--- src/sv/itp_pkg.sv ---
// ---------------------------------------------------------------------------
// Infix-to-postfix converter package
// Token codes, stack entry codes, error codes and shared types.
// ---------------------------------------------------------------------------
package itp_pkg;

  localparam int STACK_DEPTH_DEF = 16;
  localparam int VALUE_WIDTH_DEF = 32;

  localparam logic [2:0] TOK_OPERAND = 3'd0;
  localparam logic [2:0] TOK_PLUS    = 3'd1;
  localparam logic [2:0] TOK_MINUS   = 3'd2;
  localparam logic [2:0] TOK_TIMES   = 3'd3;
  localparam logic [2:0] TOK_OPEN    = 3'd4;
  localparam logic [2:0] TOK_CLOSE   = 3'd5;

  localparam logic [2:0] KIND_OPERAND = 3'd0;
  localparam logic [2:0] KIND_END     = 3'd4;

  localparam logic [1:0] ST_TIMES = 2'd2;
  localparam logic [1:0] ST_OPEN  = 2'd3;

  localparam logic [1:0] ERR_NONE      = 2'd0;
  localparam logic [1:0] ERR_UNMATCHED = 2'd1;
  localparam logic [1:0] ERR_OVERFLOW  = 2'd2;
  localparam logic [1:0] ERR_UNCLOSED  = 2'd3;

  typedef struct packed {
    logic       push;
    logic       pop;
    logic [1:0] entry;
  } stk_cmd_t;

  typedef struct packed {
    logic       empty;
    logic       full;
    logic [1:0] top;
    logic       has_open;
    logic       multi_open;
  } stk_stat_t;

  // True when the stacked top operator must be emitted before the
  // incoming operator is pushed.
  function automatic logic top_pops(input stk_stat_t st, input logic [1:0] entry);
    logic ok;
    ok = !st.empty && (st.top != ST_OPEN);
    if (entry == ST_TIMES) begin
      return ok && (st.top == ST_TIMES);
    end
    return ok;
  endfunction

  function automatic logic is_operator(input logic [2:0] func);
    return (func == TOK_PLUS) || (func == TOK_MINUS) || (func == TOK_TIMES);
  endfunction

endpackage

--- src/sv/itp_stack.sv ---
// ---------------------------------------------------------------------------
// Infix-to-postfix operator stack
// Register stack with entry count and a count of stacked open parentheses.
// ---------------------------------------------------------------------------
module itp_stack #(
  parameter int STACK_DEPTH = itp_pkg::STACK_DEPTH_DEF
) (
  input  logic                clk,
  input  logic                rst_n,
  input  itp_pkg::stk_cmd_t   cmd,
  output itp_pkg::stk_stat_t  stat
);
  import itp_pkg::*;

  localparam int IW = $clog2(STACK_DEPTH);
  localparam int CW = $clog2(STACK_DEPTH + 1);

  logic [1:0]    stk_r [STACK_DEPTH];
  logic [CW-1:0] cnt_r, cnt_nxt;
  logic [CW-1:0] open_r, open_nxt;
  logic [IW-1:0] wr_idx, top_idx;
  logic          full, empty;
  logic [1:0]    top;

  assign wr_idx  = cnt_r[IW-1:0];
  assign top_idx = wr_idx - 1'b1;
  assign full    = (cnt_r == CW'(STACK_DEPTH));
  assign empty   = (cnt_r == '0);
  assign top     = stk_r[top_idx];

  assign stat.empty      = empty;
  assign stat.full       = full;
  assign stat.top        = top;
  assign stat.has_open   = (open_r != '0);
  assign stat.multi_open = (open_r > CW'(1));

  always_comb begin
    cnt_nxt  = cnt_r;
    open_nxt = open_r;
    if (cmd.push && !full) begin
      cnt_nxt = cnt_r + 1'b1;
      if (cmd.entry == ST_OPEN) begin
        open_nxt = open_r + 1'b1;
      end
    end else if (cmd.pop && !empty) begin
      cnt_nxt = cnt_r - 1'b1;
      if (top == ST_OPEN) begin
        open_nxt = open_r - 1'b1;
      end
    end
  end

  always_ff @(posedge clk) begin
    if (!rst_n) begin
      cnt_r  <= '0;
      open_r <= '0;
    end else begin
      cnt_r  <= cnt_nxt;
      open_r <= open_nxt;
    end
  end

  always_ff @(posedge clk) begin
    if (cmd.push && !full) begin
      stk_r[wr_idx] <= cmd.entry;
    end
  end

endmodule

--- src/sv/itp_ctrl.sv ---
// ---------------------------------------------------------------------------
// Infix-to-postfix sequencer
// Steps one token through pops, pushes and the end flush; holds one result
// back to mark the last one; one stack operation per cycle unless stalled.
// ---------------------------------------------------------------------------
module itp_ctrl #(
  parameter int VALUE_WIDTH = itp_pkg::VALUE_WIDTH_DEF
) (
  input  logic                   clk,
  input  logic                   rst_n,
  input  logic                   in_tvalid,
  output logic                   in_tready,
  input  logic [2:0]             in_func,
  input  logic [VALUE_WIDTH-1:0] in_value,
  input  logic                   in_end,
  input  itp_pkg::stk_stat_t     stat,
  output itp_pkg::stk_cmd_t      cmd,
  input  logic                   out_free,
  output logic                   res_valid,
  output logic [2:0]             res_kind,
  output logic [VALUE_WIDTH-1:0] res_value,
  output logic                   res_last,
  output logic [1:0]             res_err
);
  import itp_pkg::*;

  typedef enum logic [3:0] {
    S_IDLE  = 4'b0001,
    S_TOK   = 4'b0010,
    S_FLUSH = 4'b0100,
    S_DONE  = 4'b1000
  } state_t;

  state_t                 state_r, state_nxt;
  logic [2:0]             func_r, func_nxt;
  logic [VALUE_WIDTH-1:0] val_r, val_nxt;
  logic                   end_r, end_nxt;
  logic [1:0]             err_r, err_nxt;
  logic                   pend_v_r, pend_v_nxt;
  logic [2:0]             pend_kind_r, pend_kind_nxt;
  logic [VALUE_WIDTH-1:0] pend_val_r, pend_val_nxt;

  logic                   can_gen, gen, finish;
  logic [2:0]             gen_kind, pop_kind;
  logic [VALUE_WIDTH-1:0] gen_val;
  logic [1:0]             entry_r, entry_in;
  logic [1:0]             tok_err, end_err, new_err;
  logic                   open_after;

  assign can_gen  = !pend_v_r || out_free;
  assign entry_r  = func_r[1:0] - 2'd1;
  assign entry_in = in_func[1:0] - 2'd1;
  assign pop_kind = {1'b0, stat.top} + 3'd1;

  // The final error of a token is known before its first result.
  always_comb begin
    tok_err    = ERR_NONE;
    open_after = stat.has_open;
    if (is_operator(in_func)) begin
      if (stat.full && !top_pops(stat, entry_in)) begin
        tok_err = ERR_OVERFLOW;
      end
    end else if (in_func == TOK_OPEN) begin
      if (stat.full) begin
        tok_err = ERR_OVERFLOW;
      end
      open_after = stat.has_open || !stat.full;
    end else if (in_func == TOK_CLOSE) begin
      if (!stat.has_open) begin
        tok_err = ERR_UNMATCHED;
      end
      open_after = stat.multi_open;
    end
    end_err = (in_end && open_after) ? ERR_UNCLOSED : ERR_NONE;
    if (err_r != ERR_NONE) begin
      new_err = err_r;
    end else if (tok_err != ERR_NONE) begin
      new_err = tok_err;
    end else begin
      new_err = end_err;
    end
  end

  always_comb begin
    state_nxt     = state_r;
    func_nxt      = func_r;
    val_nxt       = val_r;
    end_nxt       = end_r;
    err_nxt       = err_r;
    pend_v_nxt    = pend_v_r;
    pend_kind_nxt = pend_kind_r;
    pend_val_nxt  = pend_val_r;
    cmd           = '0;
    gen           = 1'b0;
    gen_kind      = KIND_OPERAND;
    gen_val       = '0;
    finish        = 1'b0;
    in_tready     = 1'b0;
    res_valid     = 1'b0;
    res_last      = 1'b0;

    case (state_r)
      S_IDLE: begin
        in_tready = rst_n;
        if (in_tvalid) begin
          func_nxt  = in_func;
          val_nxt   = in_value;
          end_nxt   = in_end;
          err_nxt   = new_err;
          state_nxt = S_TOK;
        end
      end
      S_TOK: begin
        case (func_r)
          TOK_OPERAND: begin
            if (can_gen) begin
              gen      = 1'b1;
              gen_kind = KIND_OPERAND;
              gen_val  = val_r;
              finish   = 1'b1;
            end
          end
          TOK_PLUS, TOK_MINUS, TOK_TIMES: begin
            if (top_pops(stat, entry_r)) begin
              if (can_gen) begin
                gen      = 1'b1;
                gen_kind = pop_kind;
                cmd.pop  = 1'b1;
              end
            end else begin
              cmd.push  = 1'b1;
              cmd.entry = entry_r;
              finish    = 1'b1;
            end
          end
          TOK_OPEN: begin
            cmd.push  = 1'b1;
            cmd.entry = ST_OPEN;
            finish    = 1'b1;
          end
          TOK_CLOSE: begin
            if (!stat.empty && (stat.top != ST_OPEN)) begin
              if (can_gen) begin
                gen      = 1'b1;
                gen_kind = pop_kind;
                cmd.pop  = 1'b1;
              end
            end else begin
              cmd.pop = !stat.empty;
              finish  = 1'b1;
            end
          end
          default: begin
            finish = 1'b1;
          end
        endcase
      end
      S_FLUSH: begin
        if (!stat.empty) begin
          if (stat.top == ST_OPEN) begin
            cmd.pop = 1'b1;
          end else if (can_gen) begin
            gen      = 1'b1;
            gen_kind = pop_kind;
            cmd.pop  = 1'b1;
          end
        end else if (can_gen) begin
          gen       = 1'b1;
          gen_kind  = KIND_END;
          state_nxt = S_DONE;
        end
      end
      S_DONE: begin
        if (!pend_v_r || out_free) begin
          res_valid  = pend_v_r;
          res_last   = 1'b1;
          pend_v_nxt = 1'b0;
          state_nxt  = S_IDLE;
          if (end_r) begin
            err_nxt = ERR_NONE;
          end
        end
      end
      default: begin
        state_nxt = S_IDLE;
      end
    endcase

    if (finish) begin
      state_nxt = end_r ? S_FLUSH : S_DONE;
    end
    if (gen) begin
      res_valid     = pend_v_r;
      pend_v_nxt    = 1'b1;
      pend_kind_nxt = gen_kind;
      pend_val_nxt  = gen_val;
    end
  end

  assign res_kind  = pend_kind_r;
  assign res_value = pend_val_r;
  assign res_err   = err_r;

  always_ff @(posedge clk) begin
    if (!rst_n) begin
      state_r  <= S_IDLE;
      err_r    <= ERR_NONE;
      pend_v_r <= 1'b0;
    end else begin
      state_r  <= state_nxt;
      err_r    <= err_nxt;
      pend_v_r <= pend_v_nxt;
    end
  end

  always_ff @(posedge clk) begin
    func_r      <= func_nxt;
    val_r       <= val_nxt;
    end_r       <= end_nxt;
    pend_kind_r <= pend_kind_nxt;
    pend_val_r  <= pend_val_nxt;
  end

endmodule

--- src/sv/infix_to_postfix_converter.sv ---
// ---------------------------------------------------------------------------
// Infix-to-postfix converter
// Shunting-yard conversion of an infix token stream into postfix tokens.
// ---------------------------------------------------------------------------
// One token is taken at a time and the block is busy until all of its
// results have been handed to the output register. The operator stack is
// read and updated at its top, one operation per cycle while the output
// side is free, so every operator that a token emits from the stack and
// every open parenthesis that the end flush discards adds a step; a token
// marked with tlast also emits an end marker. Stalls on the output side
// hold these steps. Results carry the final error state of the token
// that caused them, and tlast marks the last of them.
module infix_to_postfix_converter #(
  parameter int STACK_DEPTH = itp_pkg::STACK_DEPTH_DEF,
  parameter int VALUE_WIDTH = itp_pkg::VALUE_WIDTH_DEF,
  localparam int DATA_W = ((VALUE_WIDTH + 7) / 8) * 8
) (
  input  logic              clk,
  input  logic              rst_n,
  input  logic              in_tvalid,
  output logic              in_tready,
  input  logic [DATA_W-1:0] in_tdata,   // operand_value
  input  logic [2:0]        in_tuser,   // func
  input  logic              in_tlast,   // expr_end
  output logic              out_tvalid,
  input  logic              out_tready,
  output logic [DATA_W-1:0] out_tdata,  // out_value
  output logic [4:0]        out_tuser,  // out_kind, error_code
  output logic              out_tlast   // out_last
);
  import itp_pkg::*;

  stk_cmd_t               cmd;
  stk_stat_t              stat;
  logic                   out_free;
  logic                   res_valid, res_last;
  logic [2:0]             res_kind;
  logic [1:0]             res_err;
  logic [VALUE_WIDTH-1:0] res_value;

  logic                   out_valid_r;
  logic [DATA_W-1:0]      out_data_r;
  logic [4:0]             out_user_r;
  logic                   out_last_r;

  itp_stack #(
    .STACK_DEPTH (STACK_DEPTH)
  ) u_stack (
    .clk   (clk),
    .rst_n (rst_n),
    .cmd   (cmd),
    .stat  (stat)
  );

  itp_ctrl #(
    .VALUE_WIDTH (VALUE_WIDTH)
  ) u_ctrl (
    .clk       (clk),
    .rst_n     (rst_n),
    .in_tvalid (in_tvalid),
    .in_tready (in_tready),
    .in_func   (in_tuser),
    .in_value  (in_tdata[VALUE_WIDTH-1:0]),
    .in_end    (in_tlast),
    .stat      (stat),
    .cmd       (cmd),
    .out_free  (out_free),
    .res_valid (res_valid),
    .res_kind  (res_kind),
    .res_value (res_value),
    .res_last  (res_last),
    .res_err   (res_err)
  );

  assign out_free = !out_valid_r || out_tready;

  always_ff @(posedge clk) begin
    if (!rst_n) begin
      out_valid_r <= 1'b0;
    end else if (res_valid) begin
      out_valid_r <= 1'b1;
    end else if (out_tready) begin
      out_valid_r <= 1'b0;
    end
  end

  always_ff @(posedge clk) begin
    if (res_valid) begin
      out_data_r <= DATA_W'(res_value);
      out_user_r <= {res_err, res_kind};
      out_last_r <= res_last;
    end
  end

  assign out_tvalid = out_valid_r;
  assign out_tdata  = out_data_r;
  assign out_tuser  = out_user_r;
  assign out_tlast  = out_last_r;

endmodule

--- config.mk ---
export PLATFORM = sky130hd
export DESIGN_NAME = infix_to_postfix_converter
export DESIGN_NICKNAME = d
export VERILOG_FILES = /design/src/sv/itp_pkg.sv /design/src/sv/itp_stack.sv /design/src/sv/itp_ctrl.sv /design/src/sv/infix_to_postfix_converter.sv
export SDC_FILE = /design/constraint.sdc
export NUM_CORES = 1
export LEC_CHECK = 0
export BUFFER_PORTS_ARGS = -buffer_cell sky130_fd_sc_hd__buf_4
export CAP_MARGIN = 25
export CORE_MARGIN = 5
export CORE_UTILIZATION = 38
export DETAILED_ROUTE_END_ITERATION = 8
export GPL_ROUTABILITY_DRIVEN = 0
export PLACE_DENSITY_LB_ADDON = 0.2
export SYNTH_ARGS = -nofsm -noshare
export SYNTH_HDL_FRONTEND = slang
export SYNTH_SLANG_ARGS = --single-unit
--- constraint.sdc ---
create_clock -name clk -period 7.5 [get_ports clk]
set_clock_uncertainty 0.05 [all_clocks]
set_input_delay 1.5 -clock clk [delete_from_list [all_inputs] [get_ports clk]]
set_output_delay 1.5 -clock clk [all_outputs]
set_load 0.02 [all_outputs]
# == Yosys cells after proc, flatten, opt, wreduce, memory -nomap -nowiden ==
# Memory sizes are Yosys's and may differ from the RTL's.
# Index checks and enable logic that the tools add are counted.
# totals
regBits,127
ram_bits,32
inputBits,40
memories,1
# op_classes
addsub,8
n_lt_le_gt_ge,1
n_eq_ne,31
n_mux,81
n_reduce_logical,34
# memory_table
name,words,width,rd,rd_clocked_by_memory_dff,wr,line,source
u_stack.stk_r,16,2,1,0,1,itp_stack.sv:18,logic [1:0] stk_r [STACK_DEPTH];
# op_table
cell,n
two-way mux 1 bit,39
two-way mux 5 bit,6
two-way mux 2 bit,13
two-way mux 4 bit,6
two-way mux 3 bit,6
case mux 4 bit (4 select lines),1
nonzero test 2 bit,8
"equality test 3 x 2 -> 1 bit, second input constant",4
"equality test 3 bit, second input constant",4
case mux 3 bit (2 select lines),2
"adder 5 x 1 -> 5 bit, second input constant",2
"equality test 2 bit, second input constant",5
AND reduction 5 bit,2
"subtractor 5 x 1 -> 5 bit, second input constant",2
"inequality test 2 x 1 -> 1 bit, second input constant",4
case mux 1 bit (2 select lines),4
case mux 2 bit (2 select lines),2
"equality test 3 x 1 -> 1 bit, second input constant",2
logical AND 1 bit,6
"inequality test 2 bit, second input constant",3
"inequality test 3 x 1 -> 1 bit, second input constant",2
"inequality test 3 x 2 -> 1 bit, second input constant",2
case mux 1 bit (3 select lines),2
AND reduction 3 bit,2
other kinds (16),26

# == Logic depth before layout (Yosys ltp) ==
# Gate-level depths: netlist of run 1.
# An unclocked memory read counts as a cell.
# depth
ltp_word,17
ltp_mapped,21
depth_no_buf,18

# == Hierarchy ==
# From an unflattened synthesis of run 1, not the netlist that was laid out.
# hier_totals
hier_cells,441
hier_area_um2,6702.7
# modules_own_cells
mod,n_inst,cells_each,area_per_inst_um2
itp_ctrl,1,221,3255.6
itp_stack,1,178,2257.2
infix_to_postfix_converter,1,42,1189.9

# == Worst setup path after synthesis of run 1 ==
# OpenSTA, ideal clock, no wires.
# synth_timing
kind,flip-flop to flip-flop
start,register u_stack.cnt_r[0]
end,"register out_data_r[0], in the netlist out_tdata[0], enable pin"
arrival_time_ns,4.868
required_ns,7.052
setup_slack_ns,2.184
path_stages_with_launch,18
path_buffers,2
period_less_slack_ns,5.316
path_cell_list,dfxtp_1 > buf_1 > inv_1 > ha_1 > clkbuf_1 > mux4_2 > and2_1 > a211oi_1 > a21oi_1 > inv_1 > ha_1 > nand2b_1 > o211a_1 > o211ai_1 > inv_1 > a21oi_1 > inv_1 > o21a_1
# synth_via
elab_chain_len,13
word_cells_on_any_way,20
classes_between,1 x add/sub; 3 x eq/ne; 11 x mux; 4 x reduce/logical; 1 x memory
# synth_lines
element,line,source
from (decl),itp_stack.sv:19,"logic [CW-1:0] cnt_r, cnt_nxt;"
from (signal assigned),itp_stack.sv:58,cnt_r <= cnt_nxt;
subtractor 4 x 1 -> 4 bit,itp_stack.sv:26,assign top_idx = wr_idx - 1'b1;
memory read (16 x 2 bit),n/a,
inequality test 2 bit,"itp_pkg.sv:46, itp_ctrl.sv:142",
logical AND 1 bit,"itp_pkg.sv:46, itp_ctrl.sv:142",
logical AND 1 bit,itp_pkg.sv:48,return ok && (st.top == ST_TIMES);
two-way mux 1 bit,itp_pkg.sv:47,if (entry == ST_TIMES) begin
two-way mux 1 bit,itp_pkg.sv:50,return ok;
two-way mux 1 bit,itp_ctrl.sv:114,case (func_r)
two-way mux 1 bit,itp_ctrl.sv:102,case (state_r)
two-way mux 1 bit,itp_ctrl.sv:124,"if (top_pops(stat, entry_r)) begin"
case mux 1 bit (3 select lines),itp_ctrl.sv:114,
case mux 1 bit (2 select lines) (*),itp_ctrl.sv:102,
net u_ctrl.gen,itp_ctrl.sv:43,"logic can_gen, gen, finish;"
two-way mux 1 bit (*),itp_ctrl.sv:192,if (gen) begin
net res_valid,infix_to_postfix_converter.sv:36,"logic res_valid, res_last;"
to (signal assigned),infix_to_postfix_converter.sv:89,out_data_r <= DATA_W'(res_value);
to (decl),infix_to_postfix_converter.sv:42,logic [DATA_W-1:0] out_data_r;
# The timed path passes the listed nets; every way through them passes the cells marked *. The select of a mux whose other input is x is not followed.
# A chain may end at the register's enable or synchronous reset.

# == Worst setup path after layout of run 1 ==
# layout_timing
start,register u_stack.cnt_r[0]
end,register u_stack.cnt_r[4]
# layout_via
elab_chain_len,14
word_cells_on_any_way,31
classes_between,3 x add/sub; 4 x eq/ne; 15 x mux; 8 x reduce/logical; 1 x memory
# layout_lines
element,line
subtractor 4 x 1 -> 4 bit,itp_stack.sv:26
memory read (16 x 2 bit),n/a
inequality test 2 bit,"itp_pkg.sv:46, itp_ctrl.sv:142"
logical AND 1 bit,"itp_pkg.sv:46, itp_ctrl.sv:142"
logical AND 1 bit,itp_pkg.sv:48
two-way mux 1 bit,itp_pkg.sv:47
two-way mux 1 bit,itp_pkg.sv:50
two-way mux 1 bit,itp_ctrl.sv:114
two-way mux 1 bit,itp_ctrl.sv:102
two-way mux 1 bit,itp_ctrl.sv:124
case mux 1 bit (2 select lines),itp_ctrl.sv:114
case mux 1 bit (2 select lines) or two-way mux 1 bit (tied branches),itp_ctrl.sv:102
"logical AND 1 bit, on equally long branches","itp_stack.sv:45, itp_stack.sv:40"
nonzero test 2 bit (no source line) or two-way mux 5 bit (tied branches),n/a
# Several ways; a longest one is shown, not always the timed one. The select of a mux whose other input is x is not followed.

==> results of run 1 <==
[sequential cells by signal (all words and copies together), names as in the netlist]
name              count
u_ctrl.pend_v_r       1
u_ctrl.end_r          1
out_tvalid            1
u_ctrl.val_r         32
u_stack.open_r        5
out_tdata            32
out_tlast             1
out_tuser             5
u_ctrl.res_kind       3
u_ctrl.state_r        4
u_ctrl.res_value     32
u_ctrl.res_err        2
u_stack.stk_r        32
u_stack.cnt_r         5
u_ctrl.func_r         3
[stage by stage]
| step | worst slack (ps) | area [um^2] | std cells | util | hold WS, ps |
|---|---|---|---|---|---|
| 2_1_floorplan | 2180 | 6460 | 421 | - | 350 |
| 3_3_place_gp | 2490 | 7300 | 710 | 0.439 | 351 |
| 3_5_place_dp | 2360 | 7310 | 711 | 0.439 | 355 |
| 4_1_cts | 2350 | 7900 | 743 | 0.475 | 366 |
| 5_1_grt | 1990 | 7910 | 744 | 0.475 | 377 |
| 6_report | 2410 | 7910 | 744 | 0.475 | 367 |
[Yosys cell counts (5+ instances only)]
master,number,area share
clkbuf_1,10,0.0058
dfxtp_1,18,0.056
ha_1,17,0.033
mux2i_1,5,0.0077
nor2b_1,6,0.0058
mux4_2,9,0.031
o21ai_0,11,0.0085
nand2_1,15,0.0087
edfxtp_1,141,0.66
xnor2_1,6,0.0081
a21oi_1,7,0.0054
nand2b_1,6,0.0058
and2_1,40,0.039
inv_1,15,0.0087
nor2_1,35,0.020
nor3_1,11,0.0085
[cell usage in the layout, fill, tap and decap left out, types with 4 or more instances in the layout]
| master | count |
|---|---|
| buf_4 | 82 |
| nor2b_1 | 6 |
| inv_6 | 6 |
| dfxtp_1 | 18 |
| nor2_1 | 35 |
| mux2i_1 | 5 |
| nor3_1 | 10 |
| mux4_2 | 9 |
| inv_1 | 15 |
| xnor2_1 | 6 |
| edfxtp_1 | 141 |
| clkbuf_16 | 17 |
| nand2_1 | 15 |
| ha_1 | 17 |
| nand2b_1 | 6 |
| or3_1 | 4 |
| o21ai_0 | 11 |
| and2_1 | 39 |
| a21oi_1 | 7 |
[metal layers]
| metal | track usage | wire (um) |
|---|---|---|
| met5 | 0 | 0 |
| met4 | 0.0382 | 157 |
| met3 | 0.0457 | 749 |
| met2 | 0.202 | 5760 |
| met1 | 0.160 | 5190 |
[power groups by stage]
stage	logic (uW)	clock network (uW)	registers [uW]
final	75.0	867	984
after global routing	84.0	933	985
after CTS	76.0	890	984
after detailed placement	75.6	0	1000
after global placement	74.2	0	1000
after floorplan	46.5	0	999
[final cells by class]
class	count	area, um^2
Multi-Input combinational cell	234	1760
Tap cell	220	275
Fill cell	1459	8730
Clock buffer	18	429
Clock inverter	14	165
Inverter	16	60.1
Sequential cell	159	4590
Timing Repair Buffer	83	627
[final timing paths]
path	to	from	depth (start not counted)
setup / recovery	u_stack.cnt_r[4]	u_stack.cnt_r[0]	15
hold / removal	out_tdata[5]	u_ctrl.res_value[5]	0
setup reg to reg	u_stack.cnt_r[4]	u_stack.cnt_r[0]	15
hold reg to reg	out_tdata[5]	u_ctrl.res_value[5]	0
[worst max-delay path: stages, from the launching register on]
cell	delay, ps
dfxtp_1	820
inv_1	190
ha_1	510
mux4_2	350
mux4_2	500
ha_1	210
nand2b_1	190
a311o_4	440
a21oi_4	330
inv_2	130
fa_1	420
a21o_1	170
a21oi_1	160
nand2_1	70
mux2_1	330
mux2i_1	120
[kinds of logic after synthesis]
| group | synth area share |
|---|---|
| AOI/OAI and AO/OA | 0.0610 |
| buffers and inverters | 0.0174 |
| muxes | 0.0409 |
| xor gates and xnor gates | 0.0108 |
| and+or+nand+nor | 0.123 |
| DFF | 0.711 |
| adders and majority gates | 0.0360 |
==> flow_summary.toml, run 1 <==
[power]
pwr-share-clk = 0.450
comb_power_share = 0.039
p_int_uw = 1510
netSwitchingFraction = 0.215
power_leakage_uw = 0.00291
p_sw_uw = 414
power_uw = 1930
vdd_drop_max_mv = 0.146
p_seq_frac = 0.511
powerDensity_nw_per_um2 = 243

[die]
die_h_um = 140
design.core.area_um2 = 16600
dieArea_um2 = 19700
io_pins = 80
row_count = 47
dieWidth_um = 140
start_util = 0.388

[sta]
hold_viol = 0
relSlewSlack = 0.330
slew_viol_final = 0
finalSetupTns_ps = 0
fmax_ghz = 0.196
setup_viol = 0
period_minus_slack_ps = 5090
tightest_slew_ps = 991
fin_crit_sh = 0.679
rsz0062_at_grt = "false"

[routing]
antenna_left = 0
wl_per_cell_um = 15.9
detailedRoute.firstPassIterationCount = 4
drc = 0
drt_iter0_drc = 222
avgViaCountPerCell = 4.86
wl_um = 11900
vias = 3616

[cts]
cts-resized-gates = 0
cts_tree = "built"
cts_setup_buffers = 0
h-tree-depth = 4
cts_root_buf = "clkbuf_16"
clock_latency_ps = 420
numCtsBuffers = 17
cts_hold_buffers = 0
path_clk_slew_ps = 60
numClockSinks = 159
cts_max_path_buffers = 2

[synthesis]
synth_cells = 421
yosys_most_used_dff = "edfxtp_1"
ys_types = 61
ys_warn_count = 0
ys_ff_latch = 159
syn_area_um2 = 6460
synth_edf_count = 141
yosysSeqAreaShare = 0.711
synth-async-reset-ratio = 0
syn_area_per_cell_um2 = 15.3
syn_nets = 479

[global_route]
grt_pass1_vias = 3682
grt-ovfl-total = 0
grt_pass1_wl_um = 19300
globalRouteTotalUtil = 0.126
grt_max_degree = 40
antenna_found_initial = 0

[placement]
dpl.hpwl_um = 8250
port_buffers = 79

[run_status]
status = "finished, final reports clean"

[setup_path]
worstPathRequired_ps = 7760
ff2ff_setup_slack_ps = 2410
timing.setup.critical_path_class = "reg -> reg"
endpoint_kind = "flip-flop"
crit_arrival_ps = 5350
cp-start-kind = "flip-flop"
path_max_fanout = 15

[cells_and_area]
areaGrowthSynthToFinish_pct = 22.5
antenna_cells = 0
drive_gt1_frac = 0.260
layout.nets = 569

[hold_path]
hold_class = "reg -> reg"

[job]
cap_violations = 0
No activity file was read; power rests on OpenSTA's default activity.
==> inputs of run 2 (changes only) <==
==> constraint.sdc (replaced) <==
create_clock -name clk -period 5.3 [get_ports clk]
set_clock_uncertainty 0.05 [all_clocks]
set_input_delay 1.06 -clock clk [delete_from_list [all_inputs] [get_ports clk]]
set_output_delay 1.06 -clock clk [all_outputs]
set_load 0.02 [all_outputs]
==> run 2 against run 1 <==
  * Combinational power grew 43%
  * Final area shrank 0.30%
  * Utilization shrank 0.14 points
  * Setup slack lost 1800 ps
  * Clock-buffer cell count grew 1
  * Non-clock buffer count grew 1
  * Critical path depth is the same
  * Maximum frequency grew 8.7%
  * Register-to-register slack lost 1800 ps
  * Sequential cell count is the same
  * Die area is the same
  * Total power grew 38%
  * Highest routed layer unchanged
==> flow_summary.toml, run 2 (synthesis gave the netlist of run 1 again) <==
[cells_and_area]
drive_gt1_frac = 0.257
fill_cells = 1448
antenna_cells = 0
layout_commonest_cell = "edfxtp_1"
final_cells = 745
mostFrequentLayoutCells = "141 x edfxtp_1, 83 x buf_4, 39 x and2_1, 35 x nor2_1, 18 x dfxtp_1"
areaGrowthSynthToFinish_pct = 22.1
layout.nets = 570

[sta]
period_minus_slack_ps = 4680
tightest_slew_ps = 956
fin_crit_sh = 0.884
slew_viol_final = 0
setup_slack_ps = 616
hold_viol = 0
relSlewSlack = 0.354
rsz0062_at_grt = "false"
fmax_ghz = 0.213
finalSetupTns_ps = 0
setup_viol = 0

[setup_path]
endpoint_kind = "flip-flop"
critPathSlowestCell = "dfxtp_1"
path_cells = "inv_1 -> ha_1 -> mux4_2 -> mux4_2 -> ha_1 -> nand2b_1 -> a311o_4 -> a21oi_4 -> inv_2 -> fa_1 -> a21o_1 -> a21oi_1 -> nand2_1 -> mux2_1 -> mux2i_1"
crit_arrival_ps = 4950
path_max_fanout = 11
max_stage_delay_ps = 490
timing.setup.critical_path_class = "reg -> reg"
worstPathRequired_ps = 5570
cp-start-kind = "flip-flop"

[routing]
wl_um = 11800
wl_met2_um = 5710
drt_iter0_drc = 161
wl_per_cell_um = 15.8
antenna_left = 0
top_layer = "met4"
vias = 3635
met3WireLength_um = 778
drc = 0
detailedRoute.firstPassIterationCount = 5
drt-met1-wl_um = 5090
avgViaCountPerCell = 4.88

[cts]
cts_root_buf = "clkbuf_16"
cts_hold_buffers = 0
numClockSinks = 159
cts_max_path_buffers = 2
clock_latency_ps = 420
cts_setup_buffers = 0
path_clk_slew_ps = 60
numCtsBuffers = 17
cts_tree = "built"
cts-resized-gates = 0
h-tree-depth = 4

[global_route]
globalRouteTotalUtil = 0.125
grt_max_degree = 40
antenna_found_initial = 0
grt_pass1_wl_um = 19000
grt_pass1_vias = 3701
grt-ovfl-total = 0

[die]
row_count = 47
dieArea_um2 = 19700
dieWidth_um = 140
design.core.area_um2 = 16600
start_util = 0.388
die_h_um = 140
io_pins = 80

[job]
cap_violations = 0

[run_status]
status = "finished, final reports clean"

[placement]
place_ws_ps = 585
dp.cells = 712
dpl.hpwl_um = 8260
port_buffers = 79

[hold_path]
hold_class = "reg -> reg"

[power]
power_leakage_uw = 0.00290
vdd_drop_max_mv = 0.242
power_uw = 2660
powerDensity_nw_per_um2 = 338
run 2: worst max-delay path: cells and delay by family (launching register included):
kind                     cells  cell delay [ps]
flip-flops                   1              490
buffers and inverters        2              260
multiplexers                 4             1300
adder cells (fa/ha/maj)      3             1100
AND/OR/NAND/NOR              2              260
AO/OA/AOI/OAI                4             1110
run 2: power by group:
| part | switching (uW) | leakage, uW | internal, uW |
|---|---|---|---|
| logic | 58.6 | 0.00111 | 48.4 |
| registers | 11.2 | 0.00151 | 1380 |
| clock network | 507 | 0.000280 | 659 |
| total | 577 | 0.00290 | 2090 |
run 2: path summary, 6_finish.rpt:
check                                         start                to  slack [ps]  cells past startpoint
worst min-delay path            u_ctrl.res_value[9]      out_tdata[9]         370                      0
worst min register to register  u_ctrl.res_value[9]      out_tdata[9]         370                      0
worst max-delay path               u_stack.cnt_r[1]  u_stack.cnt_r[4]         620                     15
worst max register to register     u_stack.cnt_r[1]  u_stack.cnt_r[4]         620                     15
run 2: area by class of cell:
class	instances	area (um^2)	area share
clock inverters	13	130	0.0165
repair buffers	84	634	0.0804
well taps	220	275	0.0349
multi-input cells	234	1760	0.223
inverters	16	60.1	0.00761
clock buffers	19	433	0.0549
flip-flops and latches	159	4590	0.582
run 2: routing by layer:
metal / vias to the layer above / global-route usage
met5: - / 0
met4: 0 / 0.0546
met3: 15 / 0.0395
met2: 104 / 0.200
met1: 1756 / 0.156
li1: 1760 / -
run 2: per-stage QoR:
step / area, um^2 / util / hold slack (ps)
floorplan: 6460 / - / 350
detailed placement: 7310 / 0.439 / 355
global placement: 7310 / 0.439 / 351
global route: 7890 / 0.474 / 376
finish: 7890 / 0.474 / 366
CTS: 7880 / 0.473 / 368
